[config.mk]
export PLATFORM = sky130hd
export DESIGN_NAME = pid_integral_separation
export DESIGN_NICKNAME = d
export VERILOG_FILES = /design/src/hdl/pidis_pkg.sv /design/src/hdl/pidis_muldiv.sv /design/src/hdl/pid_integral_separation.sv
export SDC_FILE = /design/constraint.sdc
export NUM_CORES = 2
export LEC_CHECK = 0
export BUFFER_PORTS_ARGS = -buffer_cell sky130_fd_sc_hd__buf_2
export CAP_MARGIN = 20
export CORE_MARGIN = 2
export CORE_UTILIZATION = 55
export DETAILED_ROUTE_END_ITERATION = 12
export PLACE_DENSITY = 0.77
export SYNTH_ARGS = -nofsm -noshare
export SYNTH_HDL_FRONTEND = slang
export SYNTH_SLANG_ARGS = --single-unit
[constraint.sdc]
create_clock -name clk_i -period 26.5 [get_ports clk_i]
set_clock_uncertainty 0.2 [all_clocks]
set_input_delay 5.3 -clock clk_i [delete_from_list [all_inputs] [get_ports clk_i]]
set_output_delay 5.3 -clock clk_i [all_outputs]
set_load 0.01 [all_outputs]
[src/hdl/pidis_pkg.sv]
// Package for the PID controller with integral separation.
// Types, register indexes, fixed-point constants and rounding helpers.
// No dependencies.
`default_nettype none
package pidis_pkg;

  typedef enum logic [3:0] {
    S_IDLE, S_P, S_N, S_B, S_FA, S_FB, S_DM, S_DD,
    S_IM, S_ID, S_TP, S_TI, S_TD, S_OUT
  } state_e;

  typedef enum logic {
    MD_MUL,
    MD_DIV
  } md_op_e;

  typedef struct packed {
    logic   start;
    md_op_e op;
  } md_req_t;

  typedef enum logic [2:0] {
    REG_GAIN_P    = 3'd0,
    REG_GAIN_I    = 3'd1,
    REG_GAIN_D    = 3'd2,
    REG_STEP_MS   = 3'd3,
    REG_ERR_LIM   = 3'd4,
    REG_INT_LIM   = 3'd5,
    REG_CUTOFF    = 3'd6,
    REG_NONE      = 3'd7
  } reg_idx_e;

  localparam int unsigned WordW   = 64;
  localparam int unsigned MulBits = 32;
  localparam int unsigned DivBits = 64;

  localparam logic [15:0]      TwoPiQ13   = 16'd51472;
  localparam logic [WordW-1:0] FiltDen    = 64'd1000 << 29;
  localparam logic [WordW-1:0] FiltNum    = 64'd1000 << 53;
  localparam logic [24:0]      CoefOne    = 25'd1 << 24;
  localparam logic [31:0]      DerivScale = 32'd1000;
  localparam logic [WordW-1:0] IntDiv     = 64'd2000 << 16;
  localparam logic [30:0]      StepReset  = 31'd65536;

  function automatic logic [63:0] abs64(input logic signed [63:0] x);
    abs64 = x[63] ? 64'(-x) : 64'(x);
  endfunction

  function automatic logic [31:0] abs32(input logic signed [31:0] x);
    abs32 = x[31] ? 32'(-x) : 32'(x);
  endfunction

  // round to nearest, halves away from zero, then divide by 2^sh
  function automatic logic signed [63:0] rnd_shift(input logic signed [63:0] x,
                                                   input int sh);
    logic [63:0] mag;
    logic [63:0] q;
    mag = abs64(x);
    q = (mag + (64'd1 << (sh - 1))) >> sh;
    rnd_shift = x[63] ? $signed(-q) : $signed(q);
  endfunction

  function automatic logic signed [31:0] sat32(input logic signed [63:0] x);
    if (x > 64'sd2147483647) begin
      sat32 = 32'sh7fffffff;
    end else if (x < -64'sd2147483648) begin
      sat32 = 32'sh80000000;
    end else begin
      sat32 = x[31:0];
    end
  endfunction

endpackage
`default_nettype wire

[src/hdl/pidis_muldiv.sv]
// Shared radix-2 multiply / restoring divide unit, unsigned, one bit per cycle.
// Multiply: 64 x 32 bits. Divide: 64 / 64 bits.
// Depends on pidis_pkg.
`default_nettype none
module pidis_muldiv (
  input  wire                  clk_i,
  input  wire                  rst_ni,
  input  pidis_pkg::md_req_t   req_i,
  input  wire  [63:0]          a_i,
  input  wire  [63:0]          b_i,
  output logic [63:0]          res_o,
  output logic                 busy_o,
  output logic                 done_o
);

  logic [63:0]       a_q, b_q, r_q;
  logic [6:0]        cnt_q;
  logic              done_q;
  pidis_pkg::md_op_e op_q;

  logic [64:0] rem_sh;
  logic [65:0] rem_diff;

  assign rem_sh   = {r_q, a_q[63]};
  assign rem_diff = {1'b0, rem_sh} - {2'b00, b_q};

  always_ff @(posedge clk_i or negedge rst_ni) begin
    if (!rst_ni) begin
      cnt_q  <= '0;
      done_q <= 1'b0;
      op_q   <= pidis_pkg::MD_MUL;
    end else begin
      done_q <= (cnt_q == 7'd1);
      if (req_i.start) begin
        op_q  <= req_i.op;
        cnt_q <= (req_i.op == pidis_pkg::MD_MUL) ? 7'(pidis_pkg::MulBits)
                                                  : 7'(pidis_pkg::DivBits);
      end else if (cnt_q != 7'd0) begin
        cnt_q <= cnt_q - 7'd1;
      end
    end
  end

  always_ff @(posedge clk_i) begin
    if (req_i.start) begin
      a_q <= a_i;
      b_q <= (req_i.op == pidis_pkg::MD_MUL) ? {32'd0, b_i[31:0]} : b_i;
      r_q <= '0;
    end else if (cnt_q != 7'd0) begin
      if (op_q == pidis_pkg::MD_MUL) begin
        if (b_q[0]) begin
          r_q <= r_q + a_q;
        end
        a_q <= a_q << 1;
        b_q <= b_q >> 1;
      end else begin
        if (!rem_diff[65]) begin
          r_q <= rem_diff[63:0];
          a_q <= {a_q[62:0], 1'b1};
        end else begin
          r_q <= rem_sh[63:0];
          a_q <= {a_q[62:0], 1'b0};
        end
      end
    end
  end

  assign res_o  = (op_q == pidis_pkg::MD_MUL) ? r_q : a_q;
  assign busy_o = (cnt_q != 7'd0);
  assign done_o = done_q;

endmodule
`default_nettype wire

[src/hdl/pid_integral_separation.sv]
// PID controller with integral separation and derivative on the measurement.
// Depends on pidis_pkg and pidis_muldiv.
//
// Input channel (in_valid_i / in_ready_o) takes one word: setpoint_i and
// measured_i, signed Q16.16. Output channel (out_valid_o / out_ready_i)
// returns one drive_o word per input word, signed Q16.16, saturated.
// Gains, period, limits and filter cutoff are written over the APB port
// (register i at byte address 4*i); the user must write them only while the block is idle, which it does not enforce.
//
// Each word runs as nine multiplies (eight when the error is out of band
// and the integral term is skipped) and three divides in sequence on a
// single shared bit-serial multiply/divide unit, with an issue and a
// hand-off for each step, then a load of the output register. That unit
// sets the rate; one word is in work at a time, so a new word is taken
// only once the last one has left the compute steps.
// A finished drive word sits in the output register, so the next input
// word is taken while the receiver stalls; the new result then waits
// until the output register is free.
// Reset loads the register defaults (period 1.0 ms, all else zero) and
// clears the error, filter and integral state.
`default_nettype none
module pid_integral_separation (
  input  wire                 clk_i,
  input  wire                 rst_ni,
  input  wire                 in_valid_i,
  output logic                in_ready_o,
  input  wire  signed [31:0]  setpoint_i,
  input  wire  signed [31:0]  measured_i,
  output logic                out_valid_o,
  input  wire                 out_ready_i,
  output logic signed [31:0]  drive_o,
  input  wire                 psel,
  input  wire                 penable,
  input  wire                 pwrite,
  input  wire  [4:0]          paddr,
  input  wire  [31:0]         pwdata,
  output logic [31:0]         prdata,
  output logic                pready
);

  // configuration
  logic signed [31:0] gain_p_q, gain_i_q, gain_d_q;
  logic [30:0]        step_ms_q, err_lim_q, int_lim_q, cutoff_q;
  pidis_pkg::reg_idx_e widx;

  assign widx   = pidis_pkg::reg_idx_e'(paddr[4:2]);
  assign pready = 1'b1;

  always_ff @(posedge clk_i or negedge rst_ni) begin
    if (!rst_ni) begin
      gain_p_q  <= '0;
      gain_i_q  <= '0;
      gain_d_q  <= '0;
      step_ms_q <= pidis_pkg::StepReset;
      err_lim_q <= '0;
      int_lim_q <= '0;
      cutoff_q  <= '0;
    end else if (psel && penable && pwrite) begin
      case (widx)
        pidis_pkg::REG_GAIN_P:  gain_p_q  <= pwdata;
        pidis_pkg::REG_GAIN_I:  gain_i_q  <= pwdata;
        pidis_pkg::REG_GAIN_D:  gain_d_q  <= pwdata;
        pidis_pkg::REG_STEP_MS: step_ms_q <= pwdata[30:0];
        pidis_pkg::REG_ERR_LIM: err_lim_q <= pwdata[30:0];
        pidis_pkg::REG_INT_LIM: int_lim_q <= pwdata[30:0];
        pidis_pkg::REG_CUTOFF:  cutoff_q  <= pwdata[30:0];
        default: ;
      endcase
    end
  end

  always_comb begin
    case (widx)
      pidis_pkg::REG_GAIN_P:  prdata = gain_p_q;
      pidis_pkg::REG_GAIN_I:  prdata = gain_i_q;
      pidis_pkg::REG_GAIN_D:  prdata = gain_d_q;
      pidis_pkg::REG_STEP_MS: prdata = {1'b0, step_ms_q};
      pidis_pkg::REG_ERR_LIM: prdata = {1'b0, err_lim_q};
      pidis_pkg::REG_INT_LIM: prdata = {1'b0, int_lim_q};
      pidis_pkg::REG_CUTOFF:  prdata = {1'b0, cutoff_q};
      default:                prdata = '0;
    endcase
  end

  // controller state and working registers
  pidis_pkg::state_e state_q, state_d;
  logic              issued_q, issued_d;
  logic signed [31:0] last_e_q, filt_q, isum_q;
  logic signed [31:0] e_q, ms_q, newf_q, deriv_q, isum_n_q, drive_q;
  logic               use_i_q, out_valid_q;
  logic [63:0]        t_q;
  logic signed [63:0] acc_q;
  logic [24:0]        b_coef_q;

  pidis_pkg::md_req_t md_req;
  logic [63:0]        md_a, md_b, md_res;
  logic               md_busy, md_done;

  pidis_muldiv u_md (
    .clk_i  (clk_i),
    .rst_ni (rst_ni),
    .req_i  (md_req),
    .a_i    (md_a),
    .b_i    (md_b),
    .res_o  (md_res),
    .busy_o (md_busy),
    .done_o (md_done)
  );

  logic [30:0]        dt;
  logic signed [32:0] sub_in, diff_f, sum_e, lim_e;
  logic signed [31:0] e_in;
  logic               md_neg;
  logic signed [63:0] prod_s;
  logic signed [63:0] isum_raw, isum_cl, lim_i;
  logic               sep;

  assign dt     = (step_ms_q == 31'd0) ? 31'd1 : step_ms_q;
  assign sub_in = {setpoint_i[31], setpoint_i} - {measured_i[31], measured_i};
  assign e_in   = pidis_pkg::sat32(64'(sub_in));
  assign diff_f = {newf_q[31], newf_q} - {filt_q[31], filt_q};
  assign sum_e  = {e_q[31], e_q} + {last_e_q[31], last_e_q};
  assign lim_e  = {2'b00, err_lim_q};
  assign sep    = ($signed({e_q[31], e_q}) > lim_e) || ($signed({e_q[31], e_q}) < -lim_e);
  assign lim_i  = {33'd0, int_lim_q};
  assign prod_s = md_neg ? $signed(-md_res) : $signed(md_res);

  always_comb begin
    isum_raw = sep ? 64'sd0 : 64'(isum_q) + prod_s;
    if (isum_raw >= lim_i) begin
      isum_cl = lim_i;
    end else if (isum_raw <= -lim_i) begin
      isum_cl = -lim_i;
    end else begin
      isum_cl = isum_raw;
    end
  end

  always_comb begin
    state_d    = state_q;
    issued_d   = issued_q;
    md_req.op  = pidis_pkg::MD_MUL;
    md_a       = '0;
    md_b       = '0;
    md_neg     = 1'b0;
    case (state_q)
      pidis_pkg::S_P: begin
        md_a = {33'd0, cutoff_q};
        md_b = {33'd0, step_ms_q};
      end
      pidis_pkg::S_N: begin
        md_a = t_q;
        md_b = {48'd0, pidis_pkg::TwoPiQ13};
      end
      pidis_pkg::S_B: begin
        md_req.op = pidis_pkg::MD_DIV;
        md_a      = pidis_pkg::FiltNum + (t_q >> 1);
        md_b      = t_q;
      end
      pidis_pkg::S_FA: begin
        md_a   = {32'd0, pidis_pkg::abs32(ms_q)};
        md_b   = {39'd0, pidis_pkg::CoefOne - b_coef_q};
        md_neg = ms_q[31];
      end
      pidis_pkg::S_FB: begin
        md_a   = {32'd0, pidis_pkg::abs32(filt_q)};
        md_b   = {39'd0, b_coef_q};
        md_neg = filt_q[31];
      end
      pidis_pkg::S_DM: begin
        md_a = pidis_pkg::abs64(64'(diff_f));
        md_b = {32'd0, pidis_pkg::DerivScale};
      end
      pidis_pkg::S_DD: begin
        md_req.op = pidis_pkg::MD_DIV;
        md_a      = t_q + {34'd0, dt[30:1]};
        md_b      = {33'd0, dt};
        md_neg    = diff_f[32];
      end
      pidis_pkg::S_IM: begin
        md_a = pidis_pkg::abs64(64'(sum_e));
        md_b = {33'd0, dt};
      end
      pidis_pkg::S_ID: begin
        md_req.op = pidis_pkg::MD_DIV;
        md_a      = t_q + (pidis_pkg::IntDiv >> 1);
        md_b      = pidis_pkg::IntDiv;
        md_neg    = sum_e[32];
      end
      pidis_pkg::S_TP: begin
        md_a   = {32'd0, pidis_pkg::abs32(gain_p_q)};
        md_b   = {32'd0, pidis_pkg::abs32(e_q)};
        md_neg = gain_p_q[31] ^ e_q[31];
      end
      pidis_pkg::S_TI: begin
        md_a   = {32'd0, pidis_pkg::abs32(gain_i_q)};
        md_b   = {32'd0, pidis_pkg::abs32(isum_n_q)};
        md_neg = gain_i_q[31] ^ isum_n_q[31];
      end
      pidis_pkg::S_TD: begin
        md_a   = {32'd0, pidis_pkg::abs32(gain_d_q)};
        md_b   = {32'd0, pidis_pkg::abs32(deriv_q)};
        md_neg = gain_d_q[31] ^ deriv_q[31];
      end
      default: ;
    endcase

    md_req.start = 1'b0;
    case (state_q)
      pidis_pkg::S_IDLE: begin
        if (in_valid_i) begin
          state_d = pidis_pkg::S_P;
        end
      end
      pidis_pkg::S_OUT: begin
        if (!out_valid_q || out_ready_i) begin
          state_d = pidis_pkg::S_IDLE;
        end
      end
      default: begin
        if (!issued_q) begin
          md_req.start = 1'b1;
          issued_d     = 1'b1;
        end else if (md_done) begin
          issued_d = 1'b0;
          case (state_q)
            pidis_pkg::S_P:  state_d = pidis_pkg::S_N;
            pidis_pkg::S_N:  state_d = pidis_pkg::S_B;
            pidis_pkg::S_B:  state_d = pidis_pkg::S_FA;
            pidis_pkg::S_FA: state_d = pidis_pkg::S_FB;
            pidis_pkg::S_FB: state_d = pidis_pkg::S_DM;
            pidis_pkg::S_DM: state_d = pidis_pkg::S_DD;
            pidis_pkg::S_DD: state_d = pidis_pkg::S_IM;
            pidis_pkg::S_IM: state_d = pidis_pkg::S_ID;
            pidis_pkg::S_ID: state_d = pidis_pkg::S_TP;
            pidis_pkg::S_TP: state_d = use_i_q ? pidis_pkg::S_TI : pidis_pkg::S_TD;
            pidis_pkg::S_TI: state_d = pidis_pkg::S_TD;
            default:         state_d = pidis_pkg::S_OUT;
          endcase
        end
      end
    endcase
  end

  always_ff @(posedge clk_i or negedge rst_ni) begin
    if (!rst_ni) begin
      state_q     <= pidis_pkg::S_IDLE;
      issued_q    <= 1'b0;
      out_valid_q <= 1'b0;
      last_e_q    <= '0;
      filt_q      <= '0;
      isum_q      <= '0;
    end else begin
      state_q  <= state_d;
      issued_q <= issued_d;
      if (state_q == pidis_pkg::S_OUT && (!out_valid_q || out_ready_i)) begin
        out_valid_q <= 1'b1;
      end else if (out_valid_q && out_ready_i) begin
        out_valid_q <= 1'b0;
      end
      if (state_q == pidis_pkg::S_TD && md_done) begin
        last_e_q <= e_q;
        filt_q   <= newf_q;
        isum_q   <= isum_n_q;
      end
    end
  end

  always_ff @(posedge clk_i) begin
    if (state_q == pidis_pkg::S_IDLE && in_valid_i) begin
      e_q  <= e_in;
      ms_q <= measured_i;
    end
    if (state_q == pidis_pkg::S_OUT && (!out_valid_q || out_ready_i)) begin
      drive_q <= pidis_pkg::sat32(acc_q);
    end
    if (md_done) begin
      case (state_q)
        pidis_pkg::S_P:  t_q <= md_res >> 16;
        pidis_pkg::S_N:  t_q <= md_res + pidis_pkg::FiltDen;
        pidis_pkg::S_B:  b_coef_q <= md_res[24:0];
        pidis_pkg::S_FA: t_q <= prod_s;
        pidis_pkg::S_FB: newf_q <= 32'(pidis_pkg::rnd_shift($signed(t_q) + prod_s, 24));
        pidis_pkg::S_DM: t_q <= md_res << 16;
        pidis_pkg::S_DD: deriv_q <= pidis_pkg::sat32(prod_s);
        pidis_pkg::S_IM: t_q <= md_res;
        pidis_pkg::S_ID: begin
          isum_n_q <= isum_cl[31:0];
          use_i_q  <= !sep;
        end
        pidis_pkg::S_TP: acc_q <= pidis_pkg::rnd_shift(prod_s, 16);
        pidis_pkg::S_TI: acc_q <= acc_q + pidis_pkg::rnd_shift(prod_s, 16);
        pidis_pkg::S_TD: acc_q <= acc_q - pidis_pkg::rnd_shift(prod_s, 16);
        default: ;
      endcase
    end
  end

  assign in_ready_o  = (state_q == pidis_pkg::S_IDLE);
  assign out_valid_o = out_valid_q;
  assign drive_o     = drive_q;

`ifndef SYNTHESIS
  a_start_idle: assert property (@(posedge clk_i) disable iff (!rst_ni)
    md_req.start |-> !md_busy)
    else $error("multiply/divide started while busy");

  a_busy_after_accept: assert property (@(posedge clk_i) disable iff (!rst_ni)
    (in_valid_i && in_ready_o) |=> !in_ready_o)
    else $error("input taken again right after a word was accepted");

  a_done_in_step: assert property (@(posedge clk_i) disable iff (!rst_ni)
    md_done |-> (issued_q && state_q != pidis_pkg::S_IDLE && state_q != pidis_pkg::S_OUT))
    else $error("unit finished outside a compute step");

  a_coef_range: assert property (@(posedge clk_i) disable iff (!rst_ni)
    (state_q == pidis_pkg::S_FA) |-> (b_coef_q <= pidis_pkg::CoefOne))
    else $error("filter coefficient above one");
`endif

endmodule
`default_nettype wire
# Word-level counts from Yosys, hierarchy flattened
# Index checks and enable logic that the tools add are counted.
# op_classes
order_cmp,10
add_sub_neg,34
n_eq_ne,23
bitwise_logic,3
reduce_logical,40
n_mux,57
# ops
cell,count
64-bit 2-to-1 mux,16
64-bit one-hot mux with 12 select lines,1
64-bit one-hot mux with 11 select lines,1
32-bit 2-to-1 mux,13
64-bit one-hot mux with 5 select lines,1
32-bit negator,9
32-bit one-hot mux with 7 select lines,1
64-bit adder,3
64-bit one-hot mux with 3 select lines,1
64-bit by 32-bit > comparator with 1-bit output (second input constant),2
64-bit by 32-bit less-than comparator with 1-bit output (second input constant),2
33-bit negator with 64-bit output,2
64-bit negator,2
32-bit by 32-bit subtractor with 33-bit output,2
65-bit by 64-bit subtractor with 66-bit output,1
32-bit by 64-bit adder with 64-bit output,1
63-bit by 63-bit adder with 64-bit output (first input constant),1
64-bit by 16-bit adder with 64-bit output (second input constant),1
64-bit by 26-bit adder with 64-bit output (second input constant),1
64-bit by 30-bit adder with 64-bit output,1
64-bit by 39-bit adder with 64-bit output (second input constant),1
64-bit by 32-bit greater-or-equal comparator with 1-bit output,1
64-bit <= comparator,1
31-bit negator with 64-bit output,1
46 further kinds,101
# word_totals
inputBits,108
word_cells,197
reg_bits,869
out_inout_bits,67

# Longest topological paths before layout
# depth
ltp_word,10
depth_mapped,68
mapped_depth_nobuf,56

# Modules after synthesis
# From an unflattened synthesis, not the netlist that was laid out.
# hier_totals
cells_unflattened,10952
hier_area_um2,89638.5
# modules_own_cells
mod,area_per_inst_um2,instances,cells_per_inst,seq_area_each_um2
pid_integral_separation,72373.2,1,8907,18448.9
pidis_muldiv,17265.3,1,2045,5350.1

# Worst setup path after synthesis
# No wires, ideal clock.
# synth_timing
path_kind,register -> register
startpoint,register e_q[0]
endpoint,register acc_q[63] (data pin)
path_stages_with_launch,64
n_path_buf,12
required_ns,26.029
t_arrival_ns,13.271
slack_ns,12.758
path_cell_list,edfxtp_1 > ha_1 > inv_1 > fa_1 > nor2b_1 > o31a_1 > o211a_1 > o211ai_1 > a311o_1 > a211o_1 > o211a_2 > clkbuf_1 > a32o_2 > nor3_4 > buf_6 > buf_6 > buf_4 > buf_2 > (+28 left out) > xnor2_1 > ha_1 > and3_1 > a221oi_1 > nand3b_1 > o21ai_0 > o21ai_0 > o21a_1 > a21oi_1 > o21bai_1 > a311oi_1 > o21bai_1 > nand2b_1 > a21oi_1 > or2_2 > a21oi_1 > a311o_1 > o2111ai_1
# synth_between
elab_chain_len,10
word_cells_on_any_way,11
# synth_rtl
item,line_no,rtl
"start, declared",pid_integral_separation.sv:89,"logic signed [31:0] e_q, ms_q, newf_q, deriv_q, isum_n_q, drive_q;"
"start signal, assigned",pid_integral_separation.sv:271,e_q <= e_in;
32-bit by 32-bit adder with 33-bit output *,pid_integral_separation.sv:122,"assign sum_e = {e_q[31], e_q} + {last_e_q[31], last_e_q};"
1-bit one-hot mux with 7 select lines *,pid_integral_separation.sv:146,case (state_q)
64-bit 2-to-1 mux *,pid_integral_separation.sv:126,assign prod_s = md_neg ? $signed(-md_res) : $signed(md_res);
64-bit negator,pidis_pkg.sv:46,abs64 = x[63] ? 64'(-x) : 64'(x);
64-bit 2-to-1 mux,pidis_pkg.sv:46,
64-bit by 16-bit adder with 64-bit output,pidis_pkg.sv:59,q = (mag + (64'd1 << (sh - 1))) >> sh;
48-bit negator with 64-bit output,pidis_pkg.sv:60,rnd_shift = x[63] ? $signed(-q) : $signed(q);
64-bit 2-to-1 mux *,pidis_pkg.sv:60,
64-bit subtractor / 64-bit adder (equally long branches),"pid_integral_separation.sv:293, pid_integral_separation.sv:292",
64-bit one-hot mux with 3 select lines *,pid_integral_separation.sv:278,case (state_q)
"end signal, assigned",pid_integral_separation.sv:291,"pidis_pkg::S_TP: acc_q <= pidis_pkg::rnd_shift(prod_s, 16);"
"end signal, assigned",pid_integral_separation.sv:292,"pidis_pkg::S_TI: acc_q <= acc_q + pidis_pkg::rnd_shift(prod_s, 16);"
"end signal, assigned",pid_integral_separation.sv:293,"pidis_pkg::S_TD: acc_q <= acc_q - pidis_pkg::rnd_shift(prod_s, 16);"
"end, declared",pid_integral_separation.sv:92,logic signed [63:0] acc_q;
# Every way passes the cells marked *; elsewhere a longest branch is shown, timed or not.
# A chain may end at the register's enable or synchronous reset.

# Worst setup path in the final report
# layout_timing
startpoint,register u_md.op_q
endpoint,register acc_q[63] (data pin)
# layout_between
elab_chain_len,10
word_cells_on_any_way,11
# layout_rtl
item,line_no,rtl
"start, declared",pidis_muldiv.sv:19,pidis_pkg::md_op_e op_q;
"start signal, assigned",pidis_muldiv.sv:31,op_q <= pidis_pkg::MD_MUL;
"start signal, assigned",pidis_muldiv.sv:35,op_q <= req_i.op;
64-bit 2-to-1 mux *,pidis_muldiv.sv:68,assign res_o = (op_q == pidis_pkg::MD_MUL) ? r_q : a_q;
64-bit negator,pid_integral_separation.sv:126,
64-bit 2-to-1 mux *,pid_integral_separation.sv:126,
64-bit negator,pidis_pkg.sv:46,
64-bit 2-to-1 mux,pidis_pkg.sv:46,
64-bit by 16-bit adder with 64-bit output,pidis_pkg.sv:59,
48-bit negator with 64-bit output,pidis_pkg.sv:60,
64-bit 2-to-1 mux *,pidis_pkg.sv:60,
64-bit subtractor / 64-bit adder (equally long branches),"pid_integral_separation.sv:293, pid_integral_separation.sv:292",
64-bit one-hot mux with 3 select lines *,pid_integral_separation.sv:278,
# Marks and branches as above.

==> impl_summary.md <==
Synth
The per-instance average area after synthesis is 8.23 um2. The synthesized area is 0.0875 mm2. The instance count of the mapped netlist is 10600. The count of flip-flops with a built-in enable after synthesis is 474. The count of warnings emitted by yosys is 0.

The predominant post-synthesis flop cell is sky130_fd_sc_hd__edfxtp_1. Of all flip-flops after synthesis, the portion carrying an async set or reset was 38.1%. Sequential cells were found to cover 27.2% of the synthesized design area.

The number of different library cells in the post-synthesis netlist is 136. The synthesized design contains 869 register bits. The net count after synthesis is 11400.

Critical path
STA puts the critical path data required time at 26.89 ns. Data arrives at the worst endpoint at 17.40 ns. The beginning of the worst register-to-register path is u_md.op_q$_DFFE_PN0P_.

The type of the worst setup path is reg -> reg. The worst setup path is captured at a flip-flop. The biggest cell delay along the critical path is 0.83 ns. The slowest cell on the critical path is sky130_fd_sc_hd__buf_4.

The maximum fanout count along the critical path is 87. The worst setup path is launched from a flip-flop. In this run the worst setup path begins at u_md.op_q$_DFFE_PN0P_.

Drt
After detailed routing, the total wire length is 413000 um. The highest metal layer carrying signal wires in the routed design is met5. The average wire length per cell after detail routing is 32.2 um. Wire segments on met3 add up to 48400 um in the final route. The wire length on met1 is 144000 um. The antenna violation net count after detailed routing is 0. The residual DRC count is 0. After the first detailed-routing iteration, the DRC count stood at 12900.

Wire segments on met2 add up to 172000 um in the final route. For this run, the detailed router's first-pass iteration total came to 10. The routed layout has 91200 vias.

Using the TritonRoute via totals, the vias-per-cell ratio works out to 7.11.

Timing
Setup violations remaining at the end of the flow were counted as 0. Setup repair after global routing left no endpoint under its margin. For the pin with the worst max-slew slack, the measured transition is 1.33 ns. The share of the clock period used by the worst path is 64.2%. Measured against its own limit, the worst slew margin works out to 10.2%. The final max-slew violation count is 0. The highest attainable clock frequency is 58.8 MHz.

The worst hold slack is 0.308 ns. Adding up every negative setup slack in the final design gives 0 ns. The number of endpoints with negative hold slack in the final report is 0. The clock period minus worst slack is 17.01 ns.

Min path
The worst hold-check path type is reg -> reg. The startpoint identified for the worst hold timing path is isum_q[31]$_DFFE_PN0P_.

Floorplanning
The I/O pin total is 175. The starting utilization of the core area is 55.3%. The total die area is 0.162 mm2. The floorplan has 146 rows. The floorplan step set the die height to 403 um. The total area inside the core boundary comes to 0.158 mm2. The floorplan step set the die width to 403 um.

Global route
The largest net degree at the start of global routing is 138. The first global-routing pass estimated 589000 um of wire. The number of global-route vias before repair is 84400. The total overflow reported by the global router is 0.

The initial antenna violation count was 47. Global routing used 49.4% of the available tracks.

Place
The placed wire-length estimate is 314000 um. The weighted congestion at the end of routability-driven global placement is 1.10. The count of buffers from port buffering is 171. The number of placed instances, taps included, is 12600.

Clock tree
The hold buffer count at CTS is 0. The number of clock sinks is 869. The root buffer cell chosen for the clock tree is sky130_fd_sc_hd__clkbuf_16. TritonCTS built the clock tree. The maximum count of clock buffers along a single path is 3.

CTS built an H-tree with a depth of 3. The clock reaches the later pin of the worst-skew pair after 0.82 ns. Once the clock tree was built, the setup fixing pass inserted 0 buffers.

Clock tree synthesis inserted a total of 108 buffers. Clock-pin slew was measured on the worst setup and hold paths at 0.07 ns. The post-cts sizing count is 0.

Finish
The net total in the final layout is 11400. The area growth from synthesis to layout is 8.45%. The total of fill cells in the finished design is 14200. The top cell types in the final layout, fill and taps aside, are 942 x sky130_fd_sc_hd__nand2_1, 888 x sky130_fd_sc_hd__o21ai_0, 762 x sky130_fd_sc_hd__nor2_1. The count of cells in the finished layout, fillers not included, comes to 12800. The most common cell after layout, fill and taps aside is sky130_fd_sc_hd__nand2_1.

The share of cells above drive strength 1 is 10.5%.

Flow run
Across the run, the number of max-cap violations was 0.

Outcome
The run finished with clean final reports.
==> per-stage QoR <==
step | area (um2) | setup slack (ns) | util (%)
after floorplan | 87500 | 12.76 | -
after global placement | 90900 | 10.56 | 57.5
after detailed placement | 90900 | 10.20 | 57.5
after CTS | 94700 | 10.10 | 59.9
after global routing | 94800 | 8.72 | 59.9
final | 94900 | 9.49 | 60.0
==> cell usage after synthesis, types with 53 or more instances <==
cell                         n  area, um2
sky130_fd_sc_hd__a211oi_1   98        736
sky130_fd_sc_hd__a21o_1    197       1480
sky130_fd_sc_hd__a21oi_1   746       3730
sky130_fd_sc_hd__a221oi_1   73        639
sky130_fd_sc_hd__a22oi_1    77        578
sky130_fd_sc_hd__a31oi_1   122        763
sky130_fd_sc_hd__and2_1    109        682
sky130_fd_sc_hd__and3_1     90        563
sky130_fd_sc_hd__clkbuf_1  447       1680
sky130_fd_sc_hd__dfrtp_1   330       8260
sky130_fd_sc_hd__dfxtp_1    64       1280
sky130_fd_sc_hd__edfxtp_1  474      14200
sky130_fd_sc_hd__ha_1      630       7880
sky130_fd_sc_hd__inv_1     498       1870
sky130_fd_sc_hd__mux2_2    259       2920
sky130_fd_sc_hd__mux2i_1   105       1050
sky130_fd_sc_hd__nand2_1   948       3560
sky130_fd_sc_hd__nand2b_1  137        857
sky130_fd_sc_hd__nand3_1   247       1240
sky130_fd_sc_hd__nand4_1   134        838
sky130_fd_sc_hd__nor2_1    776       2910
sky130_fd_sc_hd__nor2b_1   122        763
sky130_fd_sc_hd__nor3_1    256       1280
sky130_fd_sc_hd__nor4_1    110        688
sky130_fd_sc_hd__o211ai_1   94        706
sky130_fd_sc_hd__o21a_1     79        593
sky130_fd_sc_hd__o21ai_0   892       4460
sky130_fd_sc_hd__o21bai_1   60        450
sky130_fd_sc_hd__o221ai_1   79        692
sky130_fd_sc_hd__o22ai_1   105        657
sky130_fd_sc_hd__o31ai_1   131        983
sky130_fd_sc_hd__o41ai_1    53        464
sky130_fd_sc_hd__or2_2      64        400
sky130_fd_sc_hd__or3_1     129        807
sky130_fd_sc_hd__or4_1      70        526
sky130_fd_sc_hd__xnor2_1   692       6060
sky130_fd_sc_hd__xor2_1    407       3560
==> worst max-delay path, delay by kind of cell (launching register included) <==
kind	cells	cell delay, ns
muxes	1	0.53
xor gates and xnor gates	2	0.52
and+or+nand+nor	17	5.35
adders and majority gates	1	0.43
AOI/OAI and AO/OA	21	5.80
DFF	1	0.76
buffers and inverters	5	3.05
==> layout make-up <==
cell class	instances	area (um2)	area share, %
Inverter	512	1920	2.03
Sequential cell	869	23800	25.1
Tap cell	2072	2590	2.73
Clock buffer	135	3000	3.16
Clock inverter	70	752	0.792
Antenna cell	38	95.1	0.100
Timing Repair Buffer	421	2800	2.95
Multi-Input combinational cell	8713	59900	63.2
==> cells by family after synthesis <==
| logic type | after synthesis | synth area share, % |
|---|---|---|
| AO/OA/AOI/OAI | 3234 | 23.9 |
| buffers and inverters | 1047 | 4.70 |
| multiplexers | 381 | 4.89 |
| adder cells (fa/ha/maj) | 639 | 9.21 |
| XOR/XNOR | 1105 | 11.1 |
| other | 1 | 0.00429 |
| flip-flops | 869 | 27.2 |
| AND/OR/NAND/NOR | 3353 | 19.0 |
==> routing by layer <==
metal,track usage (%),vias to the layer above
li1,-,39400
met1,57.4,43500
met2,73.1,6383
met3,14.9,1989
met4,45.4,24
met5,0,-
==> final timing paths <==
check | endpoint | slack (ns) | depth (start not counted)
setup / recovery | acc_q[63]$_DFFE_PP_ | 9.49 | 47
hold / removal | isum_q[31]$_DFFE_PN0P_ | 0.31 | 1
setup reg to reg | acc_q[63]$_DFFE_PP_ | 9.49 | 47
hold reg to reg | isum_q[31]$_DFFE_PN0P_ | 0.31 | 1
max in group asynchronous | last_e_q[31]$_DFFE_PN0P_ | 19.55 | 3
min in group asynchronous | err_lim_q[3]$_DFFE_PN0P_ | 4.33 | 1
==> sequential cells by signal, indices dropped and copies added (netlist names), 25 cells and up <==
signal / cells
gain_p_q: 32
ms_q: 32
drive_o: 32
t_q: 64
b_coef_q: 25
last_e_q: 32
e_q: 32
step_ms_q: 31
newf_q: 32
gain_d_q: 32
u_md.r_q: 64
int_lim_q: 31
cutoff_q: 31
u_md.b_q: 64
deriv_q: 32
acc_q: 64
gain_i_q: 32
filt_q: 32
err_lim_q: 31
u_md.a_q: 64
isum_q: 32
isum_n_q: 32
Power is left out: the tool's default activity adds up to more than one toggle a clock period on the data nets, which glitch-free logic cannot reach.
